`src/design/bamtr_pkg.sv`:
```
// ----------------------------------------------------------------------------
// bamtr_pkg
// Shared types and constants for the broadcast transport reassembler.
// ----------------------------------------------------------------------------
package bamtr_pkg;

  // default packet store depth
  localparam int DEF_MAX_PACKETS = 32;

  // bytes carried by one data frame
  localparam int          PKT_BYTES   = 7;
  localparam int          PKT_W       = 8 * PKT_BYTES;
  localparam logic [2:0]  FULL_BYTES  = 3'd7;

  // broadcast announce control byte
  localparam logic [7:0]  CTRL_BAM    = 8'd32;

  // frame kinds carried in tuser
  localparam logic [1:0]  MODE_ANNOUNCE = 2'd0;
  localparam logic [1:0]  MODE_DATA     = 2'd1;

  // session status codes
  typedef enum logic [1:0] {
    STAT_NONE       = 2'd0,
    STAT_OK         = 2'd1,
    STAT_INCOMPLETE = 2'd2,
    STAT_UNEXPECTED = 2'd3
  } status_e;

  // control sequencer states
  typedef enum logic [1:0] {
    S_IDLE,
    S_READ,
    S_EMIT
  } state_e;

  // input frame fields (tdata layout, first field in the high bits)
  typedef struct packed {
    logic [PKT_W-1:0] payload;
    logic [7:0]       sequence_req;
    logic [7:0]       source_address;
    logic [2:0]       priority_req;
    logic [17:0]      group_number;
    logic [10:0]      total_size;
    logic [7:0]       total_packets;
    logic [7:0]       ctrl_type;
  } item_t;

  // one result
  typedef struct packed {
    logic             last;
    logic [2:0]       chunk_bytes;
    logic [PKT_W-1:0] chunk;
    logic [28:0]      message_id;
    logic             has_data;
    status_e          status;
  } res_t;

endpackage

```
`src/design/bamtr_store.sv`:
```
// ----------------------------------------------------------------------------
// bamtr_store
// Packet store: one write port, one read port with registered read data.
// ----------------------------------------------------------------------------
module bamtr_store
  import bamtr_pkg::*;
#(
  parameter int DEPTH = DEF_MAX_PACKETS,
  localparam int AW   = $clog2(DEPTH)
) (
  input  logic             clk_i,
  input  logic             wr_en_i,
  input  logic [AW-1:0]    wr_addr_i,
  input  logic [PKT_W-1:0] wr_data_i,
  input  logic             rd_en_i,
  input  logic [AW-1:0]    rd_addr_i,
  output logic [PKT_W-1:0] rd_data_o
);

  logic [PKT_W-1:0] mem [DEPTH];
  logic [PKT_W-1:0] rd_data_q;

  // write port
  always_ff @(posedge clk_i) begin
    if (wr_en_i) begin
      mem[wr_addr_i] <= wr_data_i;
    end
  end

  // read port, data valid in the cycle after the read
  always_ff @(posedge clk_i) begin
    if (rd_en_i) begin
      rd_data_q <= mem[rd_addr_i];
    end
  end

  assign rd_data_o = rd_data_q;

endmodule

```
`src/design/bamtr_ctrl.sv`:
```
// ----------------------------------------------------------------------------
// bamtr_ctrl
// Session control: header registers, frame checks and the drain sequencer
// that reads stored packets back as message chunks.
// ----------------------------------------------------------------------------
module bamtr_ctrl
  import bamtr_pkg::*;
#(
  parameter int MAX_PACKETS = DEF_MAX_PACKETS,
  localparam int AW         = $clog2(MAX_PACKETS),
  localparam int CW         = $clog2(MAX_PACKETS + 1)
) (
  input  logic             clk_i,
  input  logic             rst_ni,
  // request side
  input  logic             in_valid_i,
  output logic             in_ready_o,
  input  logic [1:0]       in_mode_i,
  input  item_t            in_item_i,
  // result side
  output logic             res_valid_o,
  input  logic             res_ready_i,
  output res_t             res_o,
  // packet store
  output logic             wr_en_o,
  output logic [AW-1:0]    wr_addr_o,
  output logic [PKT_W-1:0] wr_data_o,
  output logic             rd_en_o,
  output logic [AW-1:0]    rd_addr_o,
  input  logic [PKT_W-1:0] rd_data_i
);

  state_e      state_q, state_d;
  logic        in_session_q, in_session_d;
  logic [CW-1:0] last_seq_q, last_seq_d;
  logic [CW-1:0] hdr_packets_q, hdr_packets_d;
  logic [10:0] hdr_size_q, hdr_size_d;
  logic [17:0] hdr_group_q, hdr_group_d;
  logic [2:0]  hdr_prio_q, hdr_prio_d;
  logic [7:0]  hdr_src_q, hdr_src_d;
  status_e     sess_status_q, sess_status_d;
  logic [CW-1:0] idx_q, idx_d;
  logic [10:0] left_q, left_d;

  logic        accept;
  logic        seq_ok;
  logic [2:0]  nb;
  logic        chunk_last;
  logic [PKT_W-1:0] chunk_masked;
  logic [28:0] msg_id;

  // drain helpers
  assign nb         = (left_q < 11'(PKT_BYTES)) ? left_q[2:0] : FULL_BYTES;
  assign chunk_last = (left_q == 11'(nb)) || ((idx_q + CW'(1)) == hdr_packets_q);
  assign msg_id     = {hdr_prio_q, hdr_group_q, hdr_src_q};

  // keep only the valid bytes of the last chunk
  always_comb begin
    for (int b = 0; b < PKT_BYTES; b++) begin
      chunk_masked[8*b +: 8] = (3'(b) < nb) ? rd_data_i[8*b +: 8] : 8'd0;
    end
  end

  // request taken only in idle and when the result can leave
  assign accept = in_valid_i && res_ready_i && (state_q == S_IDLE);
  assign seq_ok = (in_item_i.sequence_req <= 8'(hdr_packets_q)) &&
                  (in_item_i.sequence_req == (8'(last_seq_q) + 8'd1));

  // state registers
  always_ff @(posedge clk_i or negedge rst_ni) begin
    if (!rst_ni) begin
      state_q       <= S_IDLE;
      in_session_q  <= 1'b0;
      last_seq_q    <= '0;
      hdr_packets_q <= '0;
      hdr_size_q    <= '0;
      hdr_group_q   <= '0;
      hdr_prio_q    <= '0;
      hdr_src_q     <= '0;
      sess_status_q <= STAT_NONE;
      idx_q         <= '0;
      left_q        <= '0;
    end else begin
      state_q       <= state_d;
      in_session_q  <= in_session_d;
      last_seq_q    <= last_seq_d;
      hdr_packets_q <= hdr_packets_d;
      hdr_size_q    <= hdr_size_d;
      hdr_group_q   <= hdr_group_d;
      hdr_prio_q    <= hdr_prio_d;
      hdr_src_q     <= hdr_src_d;
      sess_status_q <= sess_status_d;
      idx_q         <= idx_d;
      left_q        <= left_d;
    end
  end

  // next state, checks and outputs
  always_comb begin
    logic end_sess;
    logic emit;

    end_sess      = 1'b0;
    emit          = 1'b0;
    state_d       = state_q;
    in_session_d  = in_session_q;
    last_seq_d    = last_seq_q;
    hdr_packets_d = hdr_packets_q;
    hdr_size_d    = hdr_size_q;
    hdr_group_d   = hdr_group_q;
    hdr_prio_d    = hdr_prio_q;
    hdr_src_d     = hdr_src_q;
    sess_status_d = sess_status_q;
    idx_d         = idx_q;
    left_d        = left_q;

    in_ready_o    = 1'b0;
    res_valid_o   = 1'b0;
    res_o         = '0;
    wr_en_o       = 1'b0;
    wr_addr_o     = AW'(in_item_i.sequence_req - 8'd1);
    wr_data_o     = in_item_i.payload;
    rd_en_o       = 1'b0;
    rd_addr_o     = idx_q[AW-1:0];

    case (state_q)
      S_IDLE: begin
        in_ready_o = res_ready_i;
        if (accept) begin
          emit = 1'b1;
          case (in_mode_i)
            MODE_ANNOUNCE: begin
              if (in_session_q) begin
                end_sess      = 1'b1;
                sess_status_d = STAT_INCOMPLETE;
              end else if (in_item_i.ctrl_type != CTRL_BAM ||
                           in_item_i.total_packets > 8'(MAX_PACKETS)) begin
                end_sess      = 1'b1;
                sess_status_d = STAT_UNEXPECTED;
              end else begin
                in_session_d  = 1'b1;
                hdr_packets_d = CW'(in_item_i.total_packets);
                hdr_size_d    = in_item_i.total_size;
                hdr_group_d   = in_item_i.group_number;
                hdr_prio_d    = in_item_i.priority_req;
                hdr_src_d     = in_item_i.source_address;
              end
            end
            MODE_DATA: begin
              if (!in_session_q) begin
                sess_status_d = STAT_UNEXPECTED;
              end else if (!seq_ok) begin
                end_sess      = 1'b1;
                sess_status_d = STAT_UNEXPECTED;
              end else begin
                wr_en_o    = 1'b1;
                last_seq_d = CW'(in_item_i.sequence_req);
                if (in_item_i.sequence_req == 8'(hdr_packets_q)) begin
                  if (hdr_size_q == 11'd0) begin
                    // empty message: one ok result, no chunk
                    end_sess      = 1'b1;
                    sess_status_d = STAT_OK;
                  end else begin
                    // final packet: drain the store
                    emit    = 1'b0;
                    idx_d   = '0;
                    left_d  = hdr_size_q;
                    state_d = S_READ;
                  end
                end
              end
            end
            default: begin
              end_sess      = 1'b1;
              sess_status_d = STAT_UNEXPECTED;
            end
          endcase
          if (emit) begin
            res_valid_o = 1'b1;
            res_o.status = sess_status_d;
            res_o.last   = 1'b1;
          end
        end
      end
      S_READ: begin
        rd_en_o = 1'b1;
        state_d = S_EMIT;
      end
      S_EMIT: begin
        res_valid_o       = 1'b1;
        res_o.status      = STAT_OK;
        res_o.has_data    = 1'b1;
        res_o.message_id  = msg_id;
        res_o.chunk       = chunk_masked;
        res_o.chunk_bytes = nb;
        res_o.last        = chunk_last;
        if (res_ready_i) begin
          left_d = left_q - 11'(nb);
          idx_d  = idx_q + CW'(1);
          if (chunk_last) begin
            end_sess      = 1'b1;
            sess_status_d = STAT_OK;
            state_d       = S_IDLE;
          end else begin
            state_d = S_READ;
          end
        end
      end
      default: begin
        state_d = S_IDLE;
      end
    endcase

    // session teardown
    if (end_sess) begin
      in_session_d  = 1'b0;
      last_seq_d    = '0;
      hdr_packets_d = '0;
      hdr_size_d    = '0;
      hdr_group_d   = '0;
      hdr_prio_d    = '0;
      hdr_src_d     = '0;
    end
  end

  // drain only runs inside an open session
  a_drain_in_session: assert property (@(posedge clk_i) disable iff (!rst_ni)
    (state_q != S_IDLE) |-> in_session_q)
    else $error("drain without open session");

  // a store read is always followed by its chunk
  a_read_then_emit: assert property (@(posedge clk_i) disable iff (!rst_ni)
    (state_q == S_READ) |=> (state_q == S_EMIT))
    else $error("store read not followed by emit");

  // chunks always report ok
  a_chunk_ok: assert property (@(posedge clk_i) disable iff (!rst_ni)
    (res_valid_o && res_o.has_data) |-> (res_o.status == STAT_OK))
    else $error("chunk with status other than ok");

  // no new request while draining
  a_no_accept_drain: assert property (@(posedge clk_i) disable iff (!rst_ni)
    (state_q != S_IDLE) |-> !in_ready_o)
    else $error("request accepted during drain");

  // drain finishes with the session closed and status ok
  a_drain_close: assert property (@(posedge clk_i) disable iff (!rst_ni)
    (state_q == S_EMIT && res_ready_i && chunk_last) |=>
      (!in_session_q && sess_status_q == STAT_OK))
    else $error("drain did not close session");

endmodule

```
`src/design/bam_transport_reassembler_core.sv`:
```
// A request that does not complete a message gives its result in the output
// register in the cycle after it is taken; one request per cycle then, while
// the output register can take it and no drain runs. A final packet drains
// the store chunk by chunk: a read of the store read port, then the chunk.
// Reset clears the session and output control; the packet store keeps
// its contents and needs no clearing pass.
// ----------------------------------------------------------------------------
// bam_transport_reassembler_core
// Broadcast transport session reassembler with packet store and output stage.
// ----------------------------------------------------------------------------
module bam_transport_reassembler_core
  import bamtr_pkg::*;
#(
  parameter int MAX_PACKETS = DEF_MAX_PACKETS
) (
  input  logic         clk_i,
  input  logic         rst_ni,
  // request stream
  input  logic         s_axis_tvalid,
  output logic         s_axis_tready,
  // ctrl_type, total_packets, total_size, group_number, priority_req,
  // source_address, sequence_req, payload
  input  logic [119:0] s_axis_tdata,
  // mode
  input  logic [1:0]   s_axis_tuser,
  // result stream
  output logic         m_axis_tvalid,
  input  logic         m_axis_tready,
  // status, message_id, chunk, chunk_bytes, zero fill
  output logic [95:0]  m_axis_tdata,
  // has_data
  output logic         m_axis_tuser,
  // last
  output logic         m_axis_tlast
);

  localparam int AW = $clog2(MAX_PACKETS);

  logic             res_valid;
  logic             res_ready;
  res_t             res;
  logic             wr_en;
  logic [AW-1:0]    wr_addr;
  logic [PKT_W-1:0] wr_data;
  logic             rd_en;
  logic [AW-1:0]    rd_addr;
  logic [PKT_W-1:0] rd_data;

  logic             out_vld_q;
  res_t             out_q;

  bamtr_ctrl #(
    .MAX_PACKETS (MAX_PACKETS)
  ) u_ctrl (
    .clk_i       (clk_i),
    .rst_ni      (rst_ni),
    .in_valid_i  (s_axis_tvalid),
    .in_ready_o  (s_axis_tready),
    .in_mode_i   (s_axis_tuser),
    .in_item_i   (item_t'(s_axis_tdata)),
    .res_valid_o (res_valid),
    .res_ready_i (res_ready),
    .res_o       (res),
    .wr_en_o     (wr_en),
    .wr_addr_o   (wr_addr),
    .wr_data_o   (wr_data),
    .rd_en_o     (rd_en),
    .rd_addr_o   (rd_addr),
    .rd_data_i   (rd_data)
  );

  bamtr_store #(
    .DEPTH (MAX_PACKETS)
  ) u_store (
    .clk_i     (clk_i),
    .wr_en_i   (wr_en),
    .wr_addr_i (wr_addr),
    .wr_data_i (wr_data),
    .rd_en_i   (rd_en),
    .rd_addr_i (rd_addr),
    .rd_data_o (rd_data)
  );

  // output register: takes a new result when empty or while the old one leaves
  assign res_ready = !out_vld_q || m_axis_tready;

  always_ff @(posedge clk_i or negedge rst_ni) begin
    if (!rst_ni) begin
      out_vld_q <= 1'b0;
    end else if (res_valid && res_ready) begin
      out_vld_q <= 1'b1;
    end else if (m_axis_tready) begin
      out_vld_q <= 1'b0;
    end
  end

  always_ff @(posedge clk_i) begin
    if (res_valid && res_ready) begin
      out_q <= res;
    end
  end

  // result packing
  assign m_axis_tvalid = out_vld_q;
  assign m_axis_tdata  = {6'd0, out_q.chunk_bytes, out_q.chunk, out_q.message_id,
                          out_q.status};
  assign m_axis_tuser  = out_q.has_data;
  assign m_axis_tlast  = out_q.last;

endmodule

```
`config.mk`:
```
export PLATFORM = sky130hd
export DESIGN_NAME = bam_transport_reassembler_core
export DESIGN_NICKNAME = d
export VERILOG_FILES = /design/src/design/bamtr_pkg.sv /design/src/design/bamtr_store.sv /design/src/design/bamtr_ctrl.sv /design/src/design/bam_transport_reassembler_core.sv
export SDC_FILE = /design/constraint.sdc
export NUM_CORES = 2
export LEC_CHECK = 0
export ABC_AREA = 1
export BUFFER_PORTS_ARGS = -buffer_cell sky130_fd_sc_hd__clkbuf_2
export CELL_PAD_IN_SITES_DETAIL_PLACEMENT = 1
export CELL_PAD_IN_SITES_GLOBAL_PLACEMENT = 1
export CORE_MARGIN = 10
export CORE_UTILIZATION = 40
export DETAILED_ROUTE_END_ITERATION = 8
export PLACE_DENSITY_LB_ADDON = 0.1
export SLEW_MARGIN = 20
export SYNTH_ARGS = -nofsm -noshare
export SYNTH_HDL_FRONTEND = slang
export SYNTH_SLANG_ARGS = --single-unit
```
`constraint.sdc`:
```
create_clock -name clk_i -period 7.7 [get_ports clk_i]
set_clock_uncertainty 0.1 [all_clocks]
set_input_delay 2.31 -clock clk_i [delete_from_list [all_inputs] [get_ports clk_i]]
set_output_delay 2.31 -clock clk_i [all_outputs]
set_load 0.1 [all_outputs]
```
* Yosys cells after proc, flatten, opt, wreduce, memory -nomap -nowiden
Memories as Yosys holds them, arrays and structs flattened. A register that Yosys moved wholly into a read port is not among the register bits.
Index checks and enable logic that the tools add are counted.
** Cells by class
- Add/sub/neg operators :: 4
- $mul :: 0
- Divide/modulo/power cells :: 0
- Magnitude comparators :: 10
- Eq/ne operators :: 18
- Shift-type cells :: 0
- Mux-type cells :: 115
- Bitwise gates (word level) :: 0
- Reductions and logical operators :: 32
** Operators with widths (number)
- 11-bit two-way mux :: 13
- 6-bit two-way mux :: 19
- 18-bit two-way mux :: 6
- 8-bit two-way mux :: 6
- 1-bit two-way mux :: 36
- 2-bit two-way mux :: 18
- 11-bit case mux with 2 select lines :: 1
- 3-bit two-way mux :: 7
- 2-bit nonzero test :: 8
- 2-bit AND reduction :: 7
- 2-bit inequality test, second input constant :: 6
- 2-bit case mux with 2 select lines :: 3
- 6-bit case mux with 2 select lines :: 1
- 11-bit by 3-bit == test with 1-bit output :: 1
- 11-bit logical NOT :: 1
- 11-bit by 3-bit < comparator with 1-bit output, second input constant :: 1
- 11-bit by 3-bit subtractor with 11-bit output :: 1
- 5-bit AND reduction :: 2
- 3-bit < comparator, first input constant :: 3
- 8-bit by 6-bit == test with 1-bit output :: 1
- 8-bit by 7-bit == test with 1-bit output :: 1
- 8-bit by 6-bit > comparator with 1-bit output, second input constant :: 1
- 8-bit by 6-bit <= comparator with 1-bit output :: 1
- 2-bit by 1-bit inequality test with 1-bit output, second input constant :: 4
- 19 further kinds :: 31
** Storage, ports and cells
- Register bits after elaboration :: 167
- Latch bits :: 0
- Memory bits (writable) :: 1792
- Bits in read-only memories :: 0
- Bits of input ports :: 126
- Output and inout bits :: 100
- Memories :: 1
** Memory list
- u_store.mem :: words 32, width 56, read ports 1, clocked after memory_dff 1, wr ports 1, RTL line bamtr_store.sv:20 : logic [PKT_W-1:0] mem [DEPTH];

* Logic depth before layout (Yosys ltp)
- Depth in word-level cells :: 13
- Mapped depth :: 19
- Mapped depth without buffers :: 18

* Modules after synthesis
From an unflattened synthesis, not the netlist that was laid out.
** Second synthesis, totals
- Cell total of the unflattened synthesis :: 7150
- Area, all modules :: 82575.4 um2
** Modules (own cells, without submodules)
- bamtr_store :: times used 1, cells an instance 6150, area each 73967.2 um2
- bamtr_ctrl :: times used 1, cells an instance 895, area each 5751.8 um2
- bam_transport_reassembler_core :: times used 1, cells an instance 105, area each 2856.5 um2

* Least setup slack after synthesis
Ideal clock, no wire load.
- Kind :: input -> register
- Start :: input port m_axis_tready
- End :: memory u_store.mem[23][0] (netlist name), enable pin
- Setup time :: 0.609 ns
- Arrival time :: 9.857 ns
- Path slack :: -2.866 ns
- Stages :: 6
- Cell sequence :: nor2_1 > nor2_1 > nand2_1 > inv_2 > nand4_2 > nor4_1
** On the way
- Cells in the longest elaborated chain, start to end :: 7
** RTL lines
- from (decl) :: RTL line bam_transport_reassembler_core.sv:28 : input logic m_axis_tready,
- 1-bit logical OR :: RTL line bam_transport_reassembler_core.sv:85 : assign res_ready = !out_vld_q || m_axis_tready;
- 1-bit logical AND (2 in series) :: RTL line bamtr_ctrl.sv:65 : assign accept = in_valid_i && res_ready_i && (state_q == S_IDLE);
- 1-bit two-way mux :: RTL line bamtr_ctrl.sv:129 : if (accept) begin
- 1-bit two-way mux :: RTL line bamtr_ctrl.sv:126 : case (state_q)
- 1-bit two-way mux :: RTL line bamtr_store.sv:25 : if (wr_en_i) begin
- 1-bit two-way mux (implied by the code) :: RTL line bamtr_store.sv:26 : mem[wr_addr_i] <= wr_data_i;
- to (decl) :: RTL line bamtr_store.sv:20
Every way passes these cells.

* Final worst setup path
- Start :: input port m_axis_tready
- End :: output port s_axis_tready
** On the way
- Cells in the longest elaborated chain, start to end :: 2
** RTL lines
- 1-bit logical OR :: RTL line bam_transport_reassembler_core.sv:85
- 1-bit two-way mux :: RTL line bamtr_ctrl.sv:126
- to (decl) :: RTL line bam_transport_reassembler_core.sv:20 : output logic s_axis_tready,
Every way passes these cells.

==> summary.md <==
| Metric | Value |
|---|---|
| Setup TNS | 0 ps |
| Worst hold margin | slightly above 400 ps |
| Hold Path Class | flip-flop to flip-flop |
| CP bufs+invs | 2 |
| Worst-Margin Slew | between 1000 and 1500 ps |
| Top-count cell post-synth | edfxtp_1 |
| GR peak layer | met2 |
| Crit path kind | input pin to output pin |
| # setup viols final | 0 |
| Placed cells | roughly 8,500 |
| Router iterations before antenna repair | 5 |
| Arr. time, crit path | between 3000 and 4000 ps |
| GRT met1 Usage | 32.9% |
| Clk buf depth | 3 |
| Total track usage | between 20% and 30% |
| Register area share after synthesis | about 76% |
| YS warnings | 0 |
| Crit path cell chain | clkbuf_2 > nor2_1 > nor2_1 > clkbuf_2 |
| Vias/cell | between 5 and 6 |
| Top post-synthesis cells by count | edfxtp_1 (1,940), nor2_1 (1,227), o21ai_0 (1,011) |
| Sw Share | approximately 25% |
| First-pass GRT wire length | between 300,000 and 400,000 um |
| RSZ-0062 raised after global routing | false |
| CTS Sinks | ~2,000 |
| # port buffers | 219 |
| Clk pwr share | between 40% and 50% |
| Drt wl/cell | approximately 29 um |
| Gr ovfl total | 0 |
| Filler cells | 19,800 |
| Worst-path fanout max | 5 |
| Core Util, Final | between 40% and 50% |
| Flop pwr share | around 50% |
| Core ar. | a little under 200,000 sq um |
| I/O pin total | about 230 |
| Hold Path Depth | 2 |
| Netlist Area Pre-Place | roughly 79,000 sq um |
| DIE AREA | 216,000 sq um |
| Peak supply drop | around 0.2 mV |
| Antenna Nets Post-Route | 0 |
| GR Util met2 | between 30% and 40% |
| M3 GR Usage | under 10% |
| Resized Gates After CTS | 0 |
| Vias in the first global route | approximately 52,000 |
| Psw | around 6 mW |
| Final worst-path cycle share | about three quarters |
| Max-slew violation count | 0 |
| Reg2Reg Depth | 8 |
| Final Hold Vio Count | 0 |
| CP Launch Type | input pin |
| Inserted Clock Buffers | roughly 210 |
| Fin nets | between 6,000 and 7,000 |
| Final wirelength | 256,000 um |
| Synthesized area per cell | around 13 sq um |
| Clock Latency Late Sink | 850 ps |
| Leakage | slightly below 30 nW |
| Area of the multi-input gates | 16,700 sq um |
| #FFs+latches synth | 2,015 |
| # DRC | 0 |
| Reg area | approximately 60,000 sq um |
| Cts hold-fix bufs | 0 |
| Area share of the largest cell type after synthesis | around three quarters |
| Dpl hpwl | around 150,000 um |
| CP top delay family | simple AND/OR/NAND/NOR gates |
| Gpl congestion | just under 0.8 |
| Fraction of layout cells with a size suffix above 1 | around 11% |
| Rows | ~160 |
| Root Buffer | clkbuf_16 |
| Number of synthesized flops with an enable pin | roughly 1,900 |
| Die extent in y | around 460 um |
| Pin count of the biggest net entering global routing | between 150 and 200 |
| Status | complete, no violations |
| Top_reg_cell synth | edfxtp_1 |
| CP Depth | 4 |
| Maxcap violations | 0 |
| Non-Filler Instances | a little under 9,000 |
| Initial antenna violation count | 20 |
| Comb pwr share | 9.3% |
| DRT iter0 DRCs | 5,094 |
| Max-Slew Margin vs Limit | a little over a quarter |
| DR vias | 51,100 |
| Max Clk Rate | around 170 MHz |
| Initial core utilization | 40.1% |
| H-tree depth | 4 |
| Critical Path Sink Type | output pin |
| P per Cell Area | ~270 nW/um^2 |
| Total chip power | about 24 mW |
| Synth cell types | 45 |
| Synth top area cells | edfxtp_1 (74%), o21ai_0 (6.4%), nor2_1 (5.8%) |
| Post-synthesis instance total | between 5,000 and 6,000 |
| Worst-path clk slew | ~60 ps |
| Area growth from synthesis to layout | 13.8% |
| Synth async-reset ratio | under 10% |
| Postcts setup bufs | 0 |
| Internal power | between 15 and 20 mW |
| Worst EP required | roughly 5300 ps |
| Chip Width | 464 um |
| Max incr delay on CP | 420 ps |
| Slowest cell on crit path | nor2_1 |
| CTS tree | done |
| Final min period | between 5000 and 6000 ps |
| Area leader, netlist | edfxtp_1 |
metrics by stage:
step / setup slack, ps / cell area, sq um
after floorplan: -534 / 79000
after global placement: 1440 / 83300
after detailed placement: 1430 / 83300
after CTS: 1910 / 89900
after global routing: 1830 / 89900
final: 1910 / 89900
worst paths after layout:
check / from / endpoint / slack [ps]
max in group asynchronous: rst_ni / u_ctrl.idx_q[0]$_DFFE_PN0P_ / 5100
setup reg to reg: u_ctrl.idx_q[0]$_DFFE_PN0P_ / u_store.rd_data_o[0]$_DFFE_PN_ / 3330
setup / recovery: m_axis_tready / s_axis_tready / 1910
hold / removal: u_ctrl.sess_status_q[1]$_DFFE_PN0P_ / u_ctrl.sess_status_q[1]$_DFFE_PN0P_ / 410
min in group asynchronous: rst_ni / u_ctrl.hdr_src_q[4]$_DFFE_PN0P_ / 1240
hold reg to reg: u_ctrl.sess_status_q[1]$_DFFE_PN0P_ / u_ctrl.sess_status_q[1]$_DFFE_PN0P_ / 410
routing by layer:
metal,vias to the layer above,routed length (um)
li1,22300,-
met1,26700,114000
met3,336,16400
met5,-,27
met2,1723,118000
met4,4,7560
worst reg2reg max path, cell delays in order (launching register included):
cell and delay (ps):
dfrtp_4 780, buf_12 570, buf_4 780, o21ai_0 200, o221ai_1 400, nand3_1 360
o21ai_0 230, nor2_1 70, a31oi_1 560
power by group through the flow:
stage          registers (mW)  clock network, mW  logic [mW]
2_1_floorplan            12.5                  0        1.19
3_3_place_gp             12.3                  0        2.22
3_5_place_dp             12.3                  0        2.26
4_1_cts                  12.1               10.1        2.27
5_1_grt                  12.1               10.5        2.47
6_report                 12.1               9.91        2.25
flip-flops by register name, summed over array words and instances (netlist names):
signal	cells
m_axis_tdata	90
u_ctrl.hdr_group_q	18
u_ctrl.hdr_packets_q	6
u_ctrl.in_session_q	1
u_ctrl.state_q	2
u_ctrl.hdr_src_q	8
u_ctrl.sess_status_q	2
u_store.mem	1792
m_axis_tvalid	1
u_ctrl.idx_q	6
m_axis_tuser	1
u_ctrl.last_seq_q	6
m_axis_tlast	1
u_ctrl.left_q	11
u_ctrl.hdr_prio_q	3
u_ctrl.hdr_size_q	11
u_store.rd_data_o	56
cell families (layout without fill, tap and decap cells):
group / count (synthesis) / count (layout) / share of synthesized area (%)
flip-flops: 2015 / 2015 / 76.1
AND/OR/NAND/NOR: 1635 / 1635 / 8.21
AO/OA/AOI/OAI: 1592 / 1592 / 12.3
buffers and inverters: 634 / 952 / 3.17
adder cells (fa/ha/maj): 10 / 10 / 0.158
XOR/XNOR: 7 / 7 / 0.0776
other: 1 / 12 / 0.00475
placed cells by master (no fill, tap or decap), types with 23 or more instances in the layout:
cell / synthesis / layout
o21ai_0: 1011 / 1011
inv_1: 211 / 208
nor2_1: 1227 / 1195
o22ai_1: 106 / 106
o221ai_1: 344 / 344
a32oi_1: 46 / 46
clkbuf_16: 0 / 219
clkbuf_1: 321 / 60
nand2_1: 196 / 196
a31oi_1: 60 / 60
clkinv_2: 0 / 32
buf_12: 0 / 23
nor2_4: 1 / 32
buf_4: 12 / 96
edfxtp_1: 1940 / 1940
dfrtp_1: 75 / 70
clkinv_1: 1 / 58
clkbuf_2: 0 / 218
nand3_1: 170 / 170
area by class of cell:
type	count	area share [%]
multi-input combinational	3250	18.6
antenna	6	0.0167
inverter	216	0.936
timing repair buffer	337	2.53
tap	2640	3.67
clock inverter	113	0.943
clock buffer	286	6.45
sequential	2015	66.9
No activity file was read; power rests on OpenSTA's default activity.
